--- src/design/mtkc_pkg.sv ---
// shared types, constants and keyword tables for the manifest tag keyword checker
package mtkc_pkg;

    localparam int NUM_DEVICES = 3;
    localparam int KW_COUNT    = 3;
    localparam int KW_MAX_LEN  = 16;
    localparam int IDX_W       = 4;
    localparam int DEV_W       = 2;
    localparam int MASK_W      = 3;
    localparam int APB_ADDR_W  = 3;
    localparam int APB_DATA_W  = 32;

    localparam logic [IDX_W-1:0] IDX_MAX  = 4'd15;
    localparam logic [DEV_W-1:0] DEV_NONE = 2'd3;

    localparam logic [DEV_W-1:0] DEV_ENCODER    = 2'd0;
    localparam logic [DEV_W-1:0] DEV_SERIAL     = 2'd1;
    localparam logic [DEV_W-1:0] DEV_ULTRASONIC = 2'd2;

    localparam logic [MASK_W-1:0] PRESENT_MASK_RESET = 3'd7;

    // register index is the word address
    localparam logic REG_PRESENT_MASK = 1'b0;

    localparam logic OP_BYTE = 1'b0;
    localparam logic OP_END  = 1'b1;

    localparam logic [7:0] CH_LT    = 8'h3C;
    localparam logic [7:0] CH_GT    = 8'h3E;
    localparam logic [7:0] CH_SLASH = 8'h2F;

    // keyword text as ascii, first character in the top byte, zero padded
    localparam logic [0:KW_MAX_LEN-1][7:0] KW_ENCODER    =
        128'h5553455F454E434F4445520000000000;
    localparam logic [0:KW_MAX_LEN-1][7:0] KW_SERIAL     =
        128'h5553455F53455249414C000000000000;
    localparam logic [0:KW_MAX_LEN-1][7:0] KW_ULTRASONIC =
        128'h5553455F554C545241534F4E49430000;

    typedef enum logic [2:0] {
        PH_OPEN  = 3'd0,
        PH_TAG   = 3'd1,
        PH_BODY  = 3'd2,
        PH_SLASH = 3'd3,
        PH_CNAME = 3'd4,
        PH_CGT   = 3'd5
    } phase_t;

    typedef enum logic [1:0] {
        ST_RUN    = 2'd0,
        ST_ACCEPT = 2'd1,
        ST_REJECT = 2'd2
    } verdict_t;

    typedef struct packed {
        logic       op;
        logic [7:0] char_byte;
    } item_t;

    typedef struct packed {
        verdict_t         status;
        logic [DEV_W-1:0] last_device;
    } result_t;

    typedef struct packed {
        verdict_t verdict;
        phase_t   phase;
    } scan_stat_t;

    function automatic logic [7:0] tag_char(input logic [IDX_W-1:0] pos);
        logic [7:0] c;
        case (pos)
            4'd0:    c = 8'h70; // p
            4'd1:    c = 8'h65; // e
            4'd2:    c = 8'h72; // r
            default: c = 8'h00;
        endcase
        return c;
    endfunction

    function automatic logic [7:0] kw_char(input logic [DEV_W-1:0] dev,
                                           input logic [IDX_W-1:0] pos);
        logic [7:0] c;
        case (dev)
            DEV_ENCODER:    c = KW_ENCODER[pos];
            DEV_SERIAL:     c = KW_SERIAL[pos];
            DEV_ULTRASONIC: c = KW_ULTRASONIC[pos];
            default:        c = 8'h00;
        endcase
        return c;
    endfunction

    function automatic logic [IDX_W:0] kw_len(input logic [DEV_W-1:0] dev);
        logic [IDX_W:0] n;
        case (dev)
            DEV_ENCODER:    n = 5'd11;
            DEV_SERIAL:     n = 5'd10;
            DEV_ULTRASONIC: n = 5'd14;
            default:        n = 5'd0;
        endcase
        return n;
    endfunction

endpackage

--- src/design/mtkc_in_buf.sv ---
// input register holding one accepted manifest item
module mtkc_in_buf (
    input  logic            clk,
    input  logic            rst_n,
    input  logic            in_valid,
    output logic            in_ready,
    input  logic            op,
    input  logic [7:0]      char_byte,
    output logic            item_valid,
    output mtkc_pkg::item_t item,
    input  logic            pop
);
    import mtkc_pkg::*;

    logic  item_valid_reg;
    logic  item_valid_next;
    item_t item_reg;

    assign in_ready = !item_valid_reg || pop;

    always_comb
    begin
        item_valid_next = item_valid_reg;
        if (in_ready)
        begin
            item_valid_next = in_valid;
        end
    end

    always_ff @(posedge clk or negedge rst_n)
    begin
        if (!rst_n)
        begin
            item_valid_reg <= 1'b0;
        end
        else
        begin
            item_valid_reg <= item_valid_next;
        end
    end

    always_ff @(posedge clk)
    begin
        if (in_valid && in_ready)
        begin
            item_reg <= '{op: op, char_byte: char_byte};
        end
    end

    assign item_valid = item_valid_reg;
    assign item       = item_reg;

endmodule

--- src/design/mtkc_scan.sv ---
// parser state and next-state logic for one manifest item
module mtkc_scan (
    input  logic                         clk,
    input  logic                         rst_n,
    input  logic                         advance,
    input  mtkc_pkg::item_t              item,
    input  logic [mtkc_pkg::MASK_W-1:0]  present_mask,
    output mtkc_pkg::result_t            result,
    output mtkc_pkg::scan_stat_t         stat
);
    import mtkc_pkg::*;

    phase_t              phase_reg,        phase_next;
    logic [IDX_W-1:0]    char_index_reg,   char_index_next;
    logic                tag_alive_reg,    tag_alive_next;
    logic                tag_seen_reg,     tag_seen_next;
    logic [KW_COUNT-1:0] device_alive_reg, device_alive_next;
    logic [DEV_W-1:0]    device_pick_reg,  device_pick_next;
    verdict_t            verdict_reg,      verdict_next;

    logic [IDX_W-1:0] index_bumped;
    logic [7:0]       c;
    logic             pick_absent;

    assign c            = item.char_byte;
    assign index_bumped = (char_index_reg == IDX_MAX) ? char_index_reg
                                                       : char_index_reg + 4'd1;
    // capability bit of the matched device is clear
    assign pick_absent  = (device_pick_reg != DEV_NONE)
                       && !present_mask[device_pick_reg];

    // next state
    always_comb
    begin
        phase_next        = phase_reg;
        char_index_next   = char_index_reg;
        tag_alive_next    = tag_alive_reg;
        tag_seen_next     = tag_seen_reg;
        device_alive_next = device_alive_reg;
        device_pick_next  = device_pick_reg;
        verdict_next      = verdict_reg;
        if (verdict_reg == ST_RUN)
        begin
            if (item.op == OP_END)
            begin
                verdict_next = (phase_reg == PH_OPEN) ? ST_ACCEPT : ST_REJECT;
            end
            else
            begin
                case (phase_reg)
                    PH_OPEN:
                    begin
                        if (c != CH_LT)
                        begin
                            verdict_next = ST_REJECT;
                        end
                        else
                        begin
                            char_index_next = '0;
                            tag_alive_next  = 1'b1;
                            tag_seen_next   = 1'b0;
                            phase_next      = PH_TAG;
                        end
                    end
                    PH_TAG:
                    begin
                        if (c == CH_GT)
                        begin
                            if (!tag_seen_reg)
                            begin
                                verdict_next = ST_REJECT;
                            end
                            else
                            begin
                                char_index_next   = '0;
                                device_alive_next = '1;
                                device_pick_next  = DEV_NONE;
                                phase_next        = PH_BODY;
                            end
                        end
                        else
                        begin
                            if (tag_alive_reg)
                            begin
                                if (char_index_reg > 4'd2 || c != tag_char(char_index_reg))
                                begin
                                    tag_alive_next = 1'b0;
                                end
                                else if (char_index_reg == 4'd2)
                                begin
                                    tag_alive_next = 1'b0;
                                    tag_seen_next  = 1'b1;
                                end
                            end
                            char_index_next = index_bumped;
                        end
                    end
                    PH_BODY:
                    begin
                        if (c == CH_LT)
                        begin
                            if (pick_absent)
                            begin
                                verdict_next = ST_REJECT;
                            end
                            else
                            begin
                                phase_next = PH_SLASH;
                            end
                        end
                        else
                        begin
                            // keyword candidates drop out at their first mismatch or once fully matched
                            for (int i = 0; i < KW_COUNT; i++)
                            begin
                                if (i < NUM_DEVICES && device_alive_reg[i])
                                begin
                                    if ({1'b0, char_index_reg} >= kw_len(DEV_W'(i))
                                        || c != kw_char(DEV_W'(i), char_index_reg))
                                    begin
                                        device_alive_next[i] = 1'b0;
                                    end
                                    else if ({1'b0, char_index_reg} + 5'd1
                                             == kw_len(DEV_W'(i)))
                                    begin
                                        device_alive_next[i] = 1'b0;
                                        device_pick_next     = DEV_W'(i);
                                    end
                                end
                            end
                            char_index_next = index_bumped;
                        end
                    end
                    PH_SLASH:
                    begin
                        if (c != CH_SLASH)
                        begin
                            verdict_next = ST_REJECT;
                        end
                        else
                        begin
                            char_index_next = '0;
                            phase_next      = PH_CNAME;
                        end
                    end
                    PH_CNAME:
                    begin
                        if (char_index_reg > 4'd2 || c != tag_char(char_index_reg))
                        begin
                            verdict_next = ST_REJECT;
                        end
                        else
                        begin
                            if (char_index_reg == 4'd2)
                            begin
                                phase_next = PH_CGT;
                            end
                            char_index_next = index_bumped;
                        end
                    end
                    PH_CGT:
                    begin
                        if (c != CH_GT)
                        begin
                            verdict_next = ST_REJECT;
                        end
                        else
                        begin
                            phase_next = PH_OPEN;
                        end
                    end
                    default:
                    begin
                        verdict_next = ST_REJECT;
                    end
                endcase
            end
        end
    end

    // outputs
    always_comb
    begin
        result.status      = verdict_next;
        result.last_device = device_pick_next;
        stat.verdict       = verdict_reg;
        stat.phase         = phase_reg;
    end

    always_ff @(posedge clk or negedge rst_n)
    begin
        if (!rst_n)
        begin
            phase_reg        <= PH_OPEN;
            char_index_reg   <= '0;
            tag_alive_reg    <= 1'b1;
            tag_seen_reg     <= 1'b0;
            device_alive_reg <= '1;
            device_pick_reg  <= DEV_NONE;
            verdict_reg      <= ST_RUN;
        end
        else if (advance)
        begin
            phase_reg        <= phase_next;
            char_index_reg   <= char_index_next;
            tag_alive_reg    <= tag_alive_next;
            tag_seen_reg     <= tag_seen_next;
            device_alive_reg <= device_alive_next;
            device_pick_reg  <= device_pick_next;
            verdict_reg      <= verdict_next;
        end
    end

endmodule

--- src/design/mtkc_out_reg.sv ---
// result register on the output channel
module mtkc_out_reg (
    input  logic                        clk,
    input  logic                        rst_n,
    input  logic                        push,
    input  mtkc_pkg::result_t           result,
    output logic                        room,
    output logic                        out_valid,
    input  logic                        out_ready,
    output logic [1:0]                  status,
    output logic [mtkc_pkg::DEV_W-1:0]  last_device
);
    import mtkc_pkg::*;

    logic    out_valid_reg;
    logic    out_valid_next;
    result_t result_reg;

    assign room = !out_valid_reg || out_ready;

    always_comb
    begin
        out_valid_next = out_valid_reg;
        if (room)
        begin
            out_valid_next = push;
        end
    end

    always_ff @(posedge clk or negedge rst_n)
    begin
        if (!rst_n)
        begin
            out_valid_reg <= 1'b0;
        end
        else
        begin
            out_valid_reg <= out_valid_next;
        end
    end

    always_ff @(posedge clk)
    begin
        if (push && room)
        begin
            result_reg <= result;
        end
    end

    assign out_valid   = out_valid_reg;
    assign status      = result_reg.status;
    assign last_device = result_reg.last_device;

endmodule

--- src/design/mtkc_regs.sv ---
// configuration register file behind the apb port
module mtkc_regs (
    input  logic                             clk,
    input  logic                             rst_n,
    input  logic                             psel,
    input  logic                             penable,
    input  logic                             pwrite,
    input  logic [mtkc_pkg::APB_ADDR_W-1:0]  paddr,
    input  logic [mtkc_pkg::APB_DATA_W-1:0]  pwdata,
    output logic [mtkc_pkg::APB_DATA_W-1:0]  prdata,
    output logic [mtkc_pkg::MASK_W-1:0]      present_mask
);
    import mtkc_pkg::*;

    logic [MASK_W-1:0] present_mask_reg;
    logic [MASK_W-1:0] present_mask_next;
    logic              reg_idx;
    logic              wr_en;

    assign reg_idx = paddr[APB_ADDR_W-1];
    assign wr_en   = psel && penable && pwrite;

    always_comb
    begin
        present_mask_next = present_mask_reg;
        if (wr_en && reg_idx == REG_PRESENT_MASK)
        begin
            present_mask_next = pwdata[MASK_W-1:0];
        end
    end

    always_comb
    begin
        case (reg_idx)
            REG_PRESENT_MASK: prdata = {{(APB_DATA_W-MASK_W){1'b0}}, present_mask_reg};
            default:          prdata = '0;
        endcase
    end

    always_ff @(posedge clk or negedge rst_n)
    begin
        if (!rst_n)
        begin
            present_mask_reg <= PRESENT_MASK_RESET;
        end
        else
        begin
            present_mask_reg <= present_mask_next;
        end
    end

    assign present_mask = present_mask_reg;

endmodule

--- src/design/manifest_tag_keyword_checker_top.sv ---
// top level of the manifest tag keyword checker
// Checks a manifest of <per>NAME</per> records one byte per transfer, with no
// buffer: each input transfer (a byte, or the end-of-manifest mark) gives exactly
// one result transfer carrying the running status (running, accepted, rejected)
// and the device matched in the latest record body. The block takes one item
// per clock cycle while the result channel is not stalled; a result passes
// through the input register, then the result register, before it is offered.
// While a result waits, the input register can still take one more item if it
// is empty, and then the input stalls until the result is taken.
// present_mask sits at byte address 0 of the apb port; it must be written only
// while no transfer is in flight. A rejection or acceptance holds until reset.
module manifest_tag_keyword_checker_top (
    input  logic                             clk,
    input  logic                             rst_n,
    input  logic                             in_valid,
    output logic                             in_ready,
    input  logic                             op,
    input  logic [7:0]                       char_byte,
    output logic                             out_valid,
    input  logic                             out_ready,
    output logic [1:0]                       status,
    output logic [1:0]                       last_device,
    input  logic                             psel,
    input  logic                             penable,
    input  logic                             pwrite,
    input  logic [mtkc_pkg::APB_ADDR_W-1:0]  paddr,
    input  logic [mtkc_pkg::APB_DATA_W-1:0]  pwdata,
    output logic [mtkc_pkg::APB_DATA_W-1:0]  prdata,
    output logic                             pready
);
    import mtkc_pkg::*;

    logic              item_valid;
    item_t             item;
    logic              room;
    logic              core_fire;
    result_t           result;
    scan_stat_t        stat;
    logic [MASK_W-1:0] present_mask;

    assign pready    = 1'b1;
    assign core_fire = item_valid && room;

    mtkc_in_buf u_in_buf (
        .clk        (clk),
        .rst_n      (rst_n),
        .in_valid   (in_valid),
        .in_ready   (in_ready),
        .op         (op),
        .char_byte  (char_byte),
        .item_valid (item_valid),
        .item       (item),
        .pop        (core_fire)
    );

    mtkc_scan u_scan (
        .clk          (clk),
        .rst_n        (rst_n),
        .advance      (core_fire),
        .item         (item),
        .present_mask (present_mask),
        .result       (result),
        .stat         (stat)
    );

    mtkc_out_reg u_out_reg (
        .clk         (clk),
        .rst_n       (rst_n),
        .push        (core_fire),
        .result      (result),
        .room        (room),
        .out_valid   (out_valid),
        .out_ready   (out_ready),
        .status      (status),
        .last_device (last_device)
    );

    mtkc_regs u_regs (
        .clk          (clk),
        .rst_n        (rst_n),
        .psel         (psel),
        .penable      (penable),
        .pwrite       (pwrite),
        .paddr        (paddr),
        .pwdata       (pwdata),
        .prdata       (prdata),
        .present_mask (present_mask)
    );

`ifndef SYNTHESIS
    // a waiting result is never overwritten
    assert property (@(posedge clk) disable iff (!rst_n)
        out_valid && !out_ready |-> !core_fire)
        else $error("result register overwritten while stalled");

    // a final verdict never changes
    assert property (@(posedge clk) disable iff (!rst_n)
        stat.verdict != ST_RUN |=> stat.verdict == $past(stat.verdict))
        else $error("verdict changed after it was settled");

    // an accept only happens between records
    assert property (@(posedge clk) disable iff (!rst_n)
        core_fire && stat.verdict == ST_RUN && result.status == ST_ACCEPT
        |-> stat.phase == PH_OPEN)
        else $error("accepted inside a record");

    // a delivered status is always a defined code
    assert property (@(posedge clk) disable iff (!rst_n)
        out_valid |-> status != 2'd3)
        else $error("undefined status code");
`endif

endmodule
--- config.mk ---
export PLATFORM = sky130hd
export DESIGN_NAME = manifest_tag_keyword_checker_top
export DESIGN_NICKNAME = d
export VERILOG_FILES = /design/src/design/mtkc_pkg.sv /design/src/design/mtkc_in_buf.sv /design/src/design/mtkc_scan.sv /design/src/design/mtkc_out_reg.sv /design/src/design/mtkc_regs.sv /design/src/design/manifest_tag_keyword_checker_top.sv
export SDC_FILE = /design/constraint.sdc
export NUM_CORES = 1
export LEC_CHECK = 0
export CAP_MARGIN = 0
export CORE_MARGIN = 2
export CORE_UTILIZATION = 40
export DETAILED_ROUTE_END_ITERATION = 7
export DONT_BUFFER_PORTS = 1
export GPL_ROUTABILITY_DRIVEN = 0
export HOLD_SLACK_MARGIN = 0.1
export PLACE_DENSITY = 0.64
export SYNTH_ARGS = -nofsm -noshare
export SYNTH_HDL_FRONTEND = slang
export SYNTH_SLANG_ARGS = --single-unit
export TNS_END_PERCENT = 30
--- constraint.sdc ---
create_clock -name clk -period 7.79 [get_ports clk]
set_input_delay 1.1685 -clock clk [delete_from_list [all_inputs] [get_ports clk]]
set_output_delay 1.1685 -clock clk [all_outputs]
set_load 0.05 [all_outputs]
==> results.json, run 1 <==
{
  "ys_seq_area_share_pct": 31.28,
  "nNetsFinal": 387,
  "ctsHoldBuffers": 0,
  "hpwl_um": 4627,
  "grt_pass1_vias": 2323,
  "globalRouteMet1Util_pct": 20.14,
  "worst_ep_arrival_time_ns": 3.55,
  "mostFrequentLayoutCell": "conb_1",
  "end_kind": "register",
  "vias": 2419,
  "die_h_um": 90.08,
  "drv_cap": 0,
  "tns_ns": 0,
  "fin_util_pct": 41.48,
  "p_per_area_nw_per_um2": 217.7,
  "synth-seq-cells": 34,
  "h-tree-depth": 2,
  "async_flop_share_pct": 61.76,
  "busiest_layer": "met2",
  "cp_max_fo": 18,
  "hold_path_class": "reg -> reg",
  "clk_latency_ns": 0.29,
  "synth_cell_types": 69,
  "period_needed_ns": 3.388,
  "cts_tree": "built",
  "cts_buffer_depth": 2,
  "rsz0062_at_grt": "false",
  "post_cts_buffers": 0,
  "final_hold_viol_count": 0,
  "cts_buffers": 5,
  "relSlewSlack_pct": 36.57,
  "drtPass1Iterations": 5,
  "grt_max_degree": 35,
  "drive_gt1_share_pct": 9.509,
  "worstSetupStartpointType": "register",
  "use_met3_pct": 2.682,
  "synth_cells": 341,
  "wirelength_um": 6371,
  "crit_required_ns": 7.95,
  "ir_drop_mv": 0.1291,
  "status": "finished clean",
  "track_usage_pct": 16.19,
  "use_met2_pct": 27.32,
  "rows": 31,
  "pre_cts_slack_ns": 4.501,
  "synthFlopType": "edfxtp_1",
  "fill_cells": 719,
  "clk_pin_slew_ns": 0.08,
  "final_cell_mix": "30 x conb_1, 27 x nor2_1, 21 x o21ai_0",
  "viasPerCell": 5.692,
  "finalSetupViolations": 0,
  "timing.fmax_ghz": 0.2951,
  "diodes": 0,
  "clock_sinks": 34,
  "layout_setup_ws_ns": 4.402,
  "wl_per_cell_um": 14.99,
  "antenna_found_initial": 0,
  "worst_pin_slew_ns": 0.9494,
  "initial_core_util_pct": 41.09,
  "yosys_warnings": 0,
  "antenna_left": 0,
  "port_buffers": 0,
  "core_area_um2": 7214,
  "drt_iter0_markers": 187,
  "period_share_pct": 43.50,
  "skew_ns": 0.01026,
  "syn_area_per_cell_um2": 8.692,
  "drc": 0,
  "area_delta_synth_final_pct": 0.9709,
  "gr-total-overflow": 0,
  "die_area_um2": 8114,
  "maxSlewViolCount": 0,
  "cts_root_buffer": "clkbuf_8",
  "cts_resized": 0,
  "synth_edf_count": 13,
  "die_w_um": 90.08,
  "grt_pass1_wl_um": 10800,
  "largest_reg_flops": 9,
  "io_pins": 90,
  "syn_area_um2": 2964,
  "p_leak_nw": 1.130,
  "critical_path_class": "reg -> reg"
}
stage by stage:
stage / cells / hold WS [ns] / cell area (um^2) / power, mW
global route: 425 / 0.5219 / 2993 / 0.6900
floorplan: 369 / 0.4569 / 3069 / 0.4609
global placement: 417 / 0.4697 / 2880 / 0.4825
detailed placement: 417 / 0.4748 / 2880 / 0.4886
finish: 425 / 0.4913 / 2993 / 0.6517
CTS: 425 / 0.4925 / 2993 / 0.6548
synth_stat cells (2+ instances only):
master / number / area, um^2
a41oi_1: 2 / 17.52
a21oi_1: 18 / 90.09
nor3_1: 11 / 55.05
ha_1: 11 / 137.6
dfstp_2: 9 / 236.5
nor3b_1: 2 / 15.01
and3_1: 3 / 18.77
nand2b_1: 15 / 93.84
conb_1: 2 / 7.510
o31ai_1: 6 / 45.04
o22ai_1: 4 / 25.02
and2_1: 6 / 37.54
o21bai_1: 2 / 15.01
o32ai_1: 2 / 17.52
xnor2_1: 6 / 52.55
clkbuf_1: 16 / 60.06
o21a_1: 4 / 30.03
nor4b_1: 2 / 17.52
nand3_1: 9 / 45.04
inv_1: 10 / 37.54
or3_1: 3 / 18.77
nor2b_1: 9 / 56.30
buf_2: 4 / 20.02
nor2_1: 27 / 101.4
o41ai_1: 2 / 17.52
o2111ai_1: 3 / 26.28
nand4_1: 2 / 12.51
dfrtp_1: 12 / 300.3
buf_4: 30 / 225.2
a21o_1: 2 / 15.01
edfxtp_1: 13 / 390.4
o211ai_1: 4 / 30.03
nand4b_1: 4 / 35.03
mux2_2: 3 / 33.78
o21ai_0: 21 / 105.1
nand3b_1: 5 / 37.54
or2_2: 2 / 12.51
xor2_1: 10 / 87.58
nand2_1: 11 / 41.29
mux2i_1: 5 / 50.05
layout make-up:
cell class / count / area [um^2] / area share (%)
Inverter: 10 / 37.54 / 1.254
Multi-Input combinational cell: 273 / 1784 / 59.62
Clock inverter: 3 / 43.79 / 1.463
Clock buffer: 5 / 68.82 / 2.299
Tap cell: 99 / 123.9 / 4.139
Timing Repair Buffer: 1 / 7.507 / 0.2508
Sequential cell: 34 / 927.1 / 30.98
worst paths after layout:
kind                            slack [ns]                                    from  cells after the start                                endpoint
min in group asynchronous             0.56                                   rst_n                      0    u_scan.char_index_reg[0]$_DFFE_PN0P_
worst min register to register        0.49  u_scan.device_alive_reg[0]$_DFFE_PN1P_                      2  u_scan.device_alive_reg[0]$_DFFE_PN1P_
max in group asynchronous             7.03                                   rst_n                      0        u_scan.tag_alive_reg$_DFFE_PN1P_
worst max register to register        4.40    u_scan.char_index_reg[1]$_DFFE_PN0P_                      8      u_out_reg.last_device[1]$_DFFE_PP_
worst max-delay path                  4.40    u_scan.char_index_reg[1]$_DFFE_PN0P_                      8      u_out_reg.last_device[1]$_DFFE_PP_
worst min-delay path                  0.49  u_scan.device_alive_reg[0]$_DFFE_PN1P_                      2  u_scan.device_alive_reg[0]$_DFFE_PN1P_
where the power goes:
group | total, mW | switching (mW) | internal, mW
logic | 0.237 | 0.148 | 0.0898
registers | 0.250 | 0.0469 | 0.203
clock network | 0.164 | 0.0690 | 0.0954
logic make-up after synthesis:
group / after synthesis / share of synthesized area [%]
buf+inv: 62 / 12.07
compound gates: 89 / 20.73
mux: 10 / 3.968
simple gates: 117 / 22.33
flops: 34 / 31.28
other cells: 2 / 0.2534
xor+xnor: 16 / 4.728
fa+ha+maj: 11 / 4.643
layer usage:
layer	share of wire [%]	vias up
met5	0	-
met4	3.0	0
met3	4.3	19
met2	50	92
met1	43	1165
li1	-	1143
critical path, stage by stage (launching register included):
cell     delay, ns
dfrtp_1       0.71
inv_1         0.20
ha_1          0.40
mux4_2        0.51
xor2_1        0.15
a311o_1       0.30
or4_4         0.56
o32ai_1       0.25
o21a_1        0.17
(Power assumes the default switching activity.)
==> run 2: changes to the inputs <==
Clock period 7.79 ns to 3.3 ns, I/O delays scaled along.
==> results.json, run 2 (synthesis gave the netlist of run 1 again) <==
{
  "clk_pin_slew_ns": 0.08,
  "clock_sinks": 34,
  "h-tree-depth": 2,
  "drive_gt1_share_pct": 11.90,
  "end_kind": "register",
  "p_per_area_nw_per_um2": 531.3,
  "area_delta_synth_final_pct": 4.263,
  "mostFrequentLayoutCell": "conb_1",
  "timing.fmax_ghz": 0.3460,
  "maxSlewViolCount": 0,
  "port_buffers": 0,
  "drtPass1Iterations": 4,
  "viasPerCell": 5.506,
  "crit_required_ns": 3.47,
  "drt_iter0_markers": 163,
  "tns_ns": 0,
  "fin_util_pct": 42.84,
  "track_usage_pct": 16.38,
  "cts_buffers": 5,
  "hpwl_um": 4775,
  "diodes": 0,
  "vias": 2395,
  "initial_core_util_pct": 41.09,
  "period_share_pct": 87.58,
  "die_h_um": 90.08,
  "worstSetupStartpointType": "register",
  "nNetsFinal": 397,
  "hold_path_class": "in -> reg",
  "antenna_left": 0,
  "final_cell_area_um2": 3090,
  "die_area_um2": 8114,
  "pre_cts_slack_ns": 0.4247,
  "antenna_found_initial": 0,
  "io_pins": 90,
  "worst_ep_arrival_time_ns": 3.06,
  "gr-total-overflow": 0,
  "status": "finished clean",
  "drc": 0,
  "cp.buffers_inverters": 1,
  "wl_per_cell_um": 14.84,
  "wirelength_um": 6454,
  "critPathTopFamily": "compound AO/OA/AOI/OAI gates",
  "finalSetupViolations": 0,
  "cp_num_cells": 8,
  "rows": 31,
  "critical_path_class": "reg -> reg",
  "period_needed_ns": 2.890,
  "holdPathStages": 0,
  "largest_reg_flops": 9,
  "worst_pin_slew_ns": 1.038,
  "rsz0062_at_grt": "false",
  "ir_drop_mv": 0.2950,
  "critical_path.cell_chain": "buf_4 -> ha_1 -> mux4_2 -> xor2_1 -> a311o_1 -> or4_4 -> a221oi_2 -> o21a_1",
  "core_area_um2": 7214,
  "p_leak_nw": 1.192,
  "layout_setup_ws_ns": 0.4099,
  "cts_root_buffer": "clkbuf_8",
  "drv_cap": 0,
  "grt_max_degree": 22,
  "cts_resized": 0,
  "cp_max_fo": 8,
  "final_hold_viol_count": 0,
  "cts_buffer_depth": 2,
  "design_power_total_mw": 1.642,
  "grt_pass1_vias": 2251,
  "relSlewSlack_pct": 30.58,
  "grt_pass1_wl_um": 10900,
  "cts_tree": "built",
  "place_area_um2": 2948,
  "final_cell_mix": "30 x conb_1, 27 x nor2_1, 21 x o21ai_0",
  "skew_ns": 0.01627,
  "slowest_stage": "or4_4",
  "clk_latency_ns": 0.30,
  "critPathMaxStageDelay_ns": 0.56,
  "rr_worst_depth": 8,
  "die_w_um": 90.08
}
-- run 2: area by class of cell --
class                   instances  area, um^2
well taps                      99       123.9
flip-flops and latches         34       927.1
clock buffers                   6       93.84
clock inverters                 2       38.79
fillers                       702        4124
inverters                      10       37.54
multi-input cells             273        1784
repair buffers                 11       85.08
-- run 2: per-stage QoR --
step	hold slack (ns)	instances
after global placement	0.1998	426
after floorplan	0.1994	369
after detailed placement	0.1997	426
final	0.2912	435
after CTS	0.2802	435
after global routing	0.2750	435
-- run 2: path summary, 6_finish.rpt --
| check | start | slack [ns] | to |
|---|---|---|---|
| hold reg to reg | u_scan.device_alive_reg[0]$_DFFE_PN1P_ | 0.49 | u_scan.device_alive_reg[0]$_DFFE_PN1P_ |
| max in group asynchronous | rst_n | 1.83 | u_scan.tag_seen_reg$_DFFE_PN0P_ |
| min in group asynchronous | rst_n | 0.83 | u_scan.phase_reg[0]$_DFFE_PN0P_ |
| setup / recovery | u_scan.char_index_reg[0]$_DFFE_PN0P_ | 0.41 | u_out_reg.last_device[1]$_DFFE_PP_ |
| hold / removal | op | 0.29 | u_in_buf.item[8]$_DFFE_PP_ |
| setup reg to reg | u_scan.char_index_reg[0]$_DFFE_PN0P_ | 0.41 | u_out_reg.last_device[1]$_DFFE_PP_ |
-- run 2: power breakdown --
part	leakage, nW	internal (mW)	total (mW)	switching (mW)
registers	0.363	0.481	0.537	0.0564
clock network	0.0665	0.272	0.440	0.167
logic	0.763	0.251	0.665	0.415
-- run 2: per-layer routing --
metal	vias to the layer above	share of wire [%]	routed length, um	GRT usage [%]
li1	1167	-	-	-
met1	1145	44	2848	21.13
met5	-	0	0	0
met2	75	50	3241	28.20
met4	0	1.3	83	4.872
met3	8	4.4	281	2.682
-- run 2: repair_timing --
action,CTS,global route
setup buffers,0,0
hold buffers,1,0
endpoints found under the hold margin,21,0
-- run 2: worst register-to-register path, delay by kind of cell, from the launching register on --
| family | cells | cell delay (ns) |
|---|---|---|
| compound gates | 3 | 0.69 |
| xor+xnor | 1 | 0.16 |
| fa+ha+maj | 1 | 0.30 |
| buf+inv | 1 | 0.17 |
| flops | 1 | 0.40 |
| mux | 1 | 0.49 |
| simple gates | 1 | 0.56 |
==> run 3: changes to the inputs <==
Settings changed: CTS_BUF_LIST from default to sky130_fd_sc_hd__clkbuf_8.
==> results.json, run 3 (synthesis gave the netlist of run 1 again) <==
{
  "port_buffers": 0,
  "maxSlewViolCount": 0,
  "cts_buffers": 5,
  "io_pins": 90,
  "fill_cells": 702,
  "largest_reg_flops": 9,
  "gr-total-overflow": 0,
  "status": "finished clean",
  "initial_core_util_pct": 41.09,
  "drive_gt1_share_pct": 11.90,
  "worst_ep_arrival_time_ns": 3.06,
  "p_leak_nw": 1.194,
  "holdPathStages": 0,
  "end_kind": "register",
  "antenna_found_initial": 0,
  "track_usage_pct": 16.33,
  "grt_pass1_vias": 2248,
  "skew_ns": 0.01553,
  "viasPerCell": 5.563,
  "pre_cts_slack_ns": 0.4247,
  "die_w_um": 90.08,
  "finalSetupViolations": 0,
  "area_delta_synth_final_pct": 4.432,
  "grt_max_degree": 22,
  "period_share_pct": 87.52,
  "antenna_left": 0,
  "worst_pin_slew_ns": 1.030,
  "final_hold_viol_count": 0,
  "crit_required_ns": 3.47,
  "critical_path_class": "reg -> reg",
  "worstSetupStartpointType": "register",
  "rsz0062_at_grt": "false",
  "cp_max_fo": 8,
  "hold_path_class": "in -> reg",
  "nNetsFinal": 397,
  "cts_buffer_depth": 2,
  "rows": 31,
  "drc": 0,
  "wirelength_um": 6465,
  "layout_setup_ws_ns": 0.4119,
  "mostFrequentLayoutCell": "conb_1",
  "design_power_total_mw": 1.672,
  "rr_worst_depth": 8,
  "final_cell_mix": "30 x conb_1, 27 x nor2_1, 21 x o21ai_0",
  "seq_area_um2": 927.1,
  "die_area_um2": 8114,
  "vias": 2420,
  "drt_iter0_markers": 147,
  "wl_per_cell_um": 14.86,
  "p_per_area_nw_per_um2": 540.2,
  "h-tree-depth": 2,
  "period_needed_ns": 2.888,
  "clk_latency_ns": 0.30,
  "diodes": 0,
  "clock_sinks": 34,
  "core_area_um2": 7214,
  "multi_input_area_um2": 1784,
  "die_h_um": 90.08,
  "grt_pass1_wl_um": 10850,
  "hpwl_um": 4775,
  "drtPass1Iterations": 4,
  "tns_ns": 0,
  "drv_cap": 0,
  "relSlewSlack_pct": 31.12,
  "cts_tree": "built",
  "cts_root_buffer": "clkbuf_8",
  "ir_drop_mv": 0.3329,
  "timing.fmax_ghz": 0.3462,
  "clk_pin_slew_ns": 0.08
}
run 3: stage by stage:
step / instances / hold WS [ns] / utilization (%) / instance area, um^2
2_1_floorplan: 369 / 0.1994 / - / 3069
3_3_place_gp: 426 / 0.1998 / 40.86 / 2948
3_5_place_dp: 426 / 0.1997 / 40.86 / 2948
4_1_cts: 435 / 0.2802 / 42.91 / 3095
5_1_grt: 435 / 0.2764 / 42.91 / 3095
6_report: 435 / 0.2912 / 42.91 / 3095
run 3: power breakdown:
| group | total, mW | internal (mW) | switching [mW] |
|---|---|---|---|
| clock network | 0.470 | 0.303 | 0.168 |
| logic | 0.665 | 0.251 | 0.414 |
| registers | 0.537 | 0.481 | 0.0563 |
run 3: final timing paths:
path	from	end	slack (ns)
setup reg to reg	u_scan.char_index_reg[0]$_DFFE_PN0P_	u_out_reg.last_device[1]$_DFFE_PP_	0.41
hold / removal	op	u_in_buf.item[8]$_DFFE_PP_	0.29
hold reg to reg	u_scan.device_alive_reg[0]$_DFFE_PN1P_	u_scan.device_alive_reg[0]$_DFFE_PN1P_	0.49
setup / recovery	u_scan.char_index_reg[0]$_DFFE_PN0P_	u_out_reg.last_device[1]$_DFFE_PP_	0.41
min in group asynchronous	rst_n	u_scan.char_index_reg[0]$_DFFE_PN0P_	0.83
max in group asynchronous	rst_n	u_scan.tag_seen_reg$_DFFE_PN0P_	1.84
run 3: layout make-up:
class / instances / share of cell area (%)
multi-input combinational: 273 / 57.64
timing repair buffer: 11 / 2.749
clock buffer: 5 / 2.223
clock inverter: 3 / 2.223
tap: 99 / 4.002
inverter: 10 / 1.213
sequential: 34 / 29.95
run 3: worst max-delay path: stages (launching register included):
cell	delay (ns)
dfrtp_1	0.39
buf_4	0.17
ha_1	0.30
mux4_2	0.49
xor2_1	0.16
a311o_1	0.30
or4_4	0.56
a221oi_2	0.24
o21a_1	0.15
run 3: routing by layer:
| metal | up-vias | global-route usage (%) | wire (um) |
|---|---|---|---|
| li1 | 1170 | - | - |
| met1 | 1155 | 20.97 | 2863 |
| met2 | 86 | 28.20 | 3213 |
| met3 | 9 | 2.682 | 299 |
| met4 | 0 | 4.872 | 88 |
| met5 | - | 0 | 0 |
run 3: what timing repair did:
action,CTS,global route
hold buffers,1,0
resized for setup,0,0
hold endpoints to repair,21,0
setup buffers,0,0
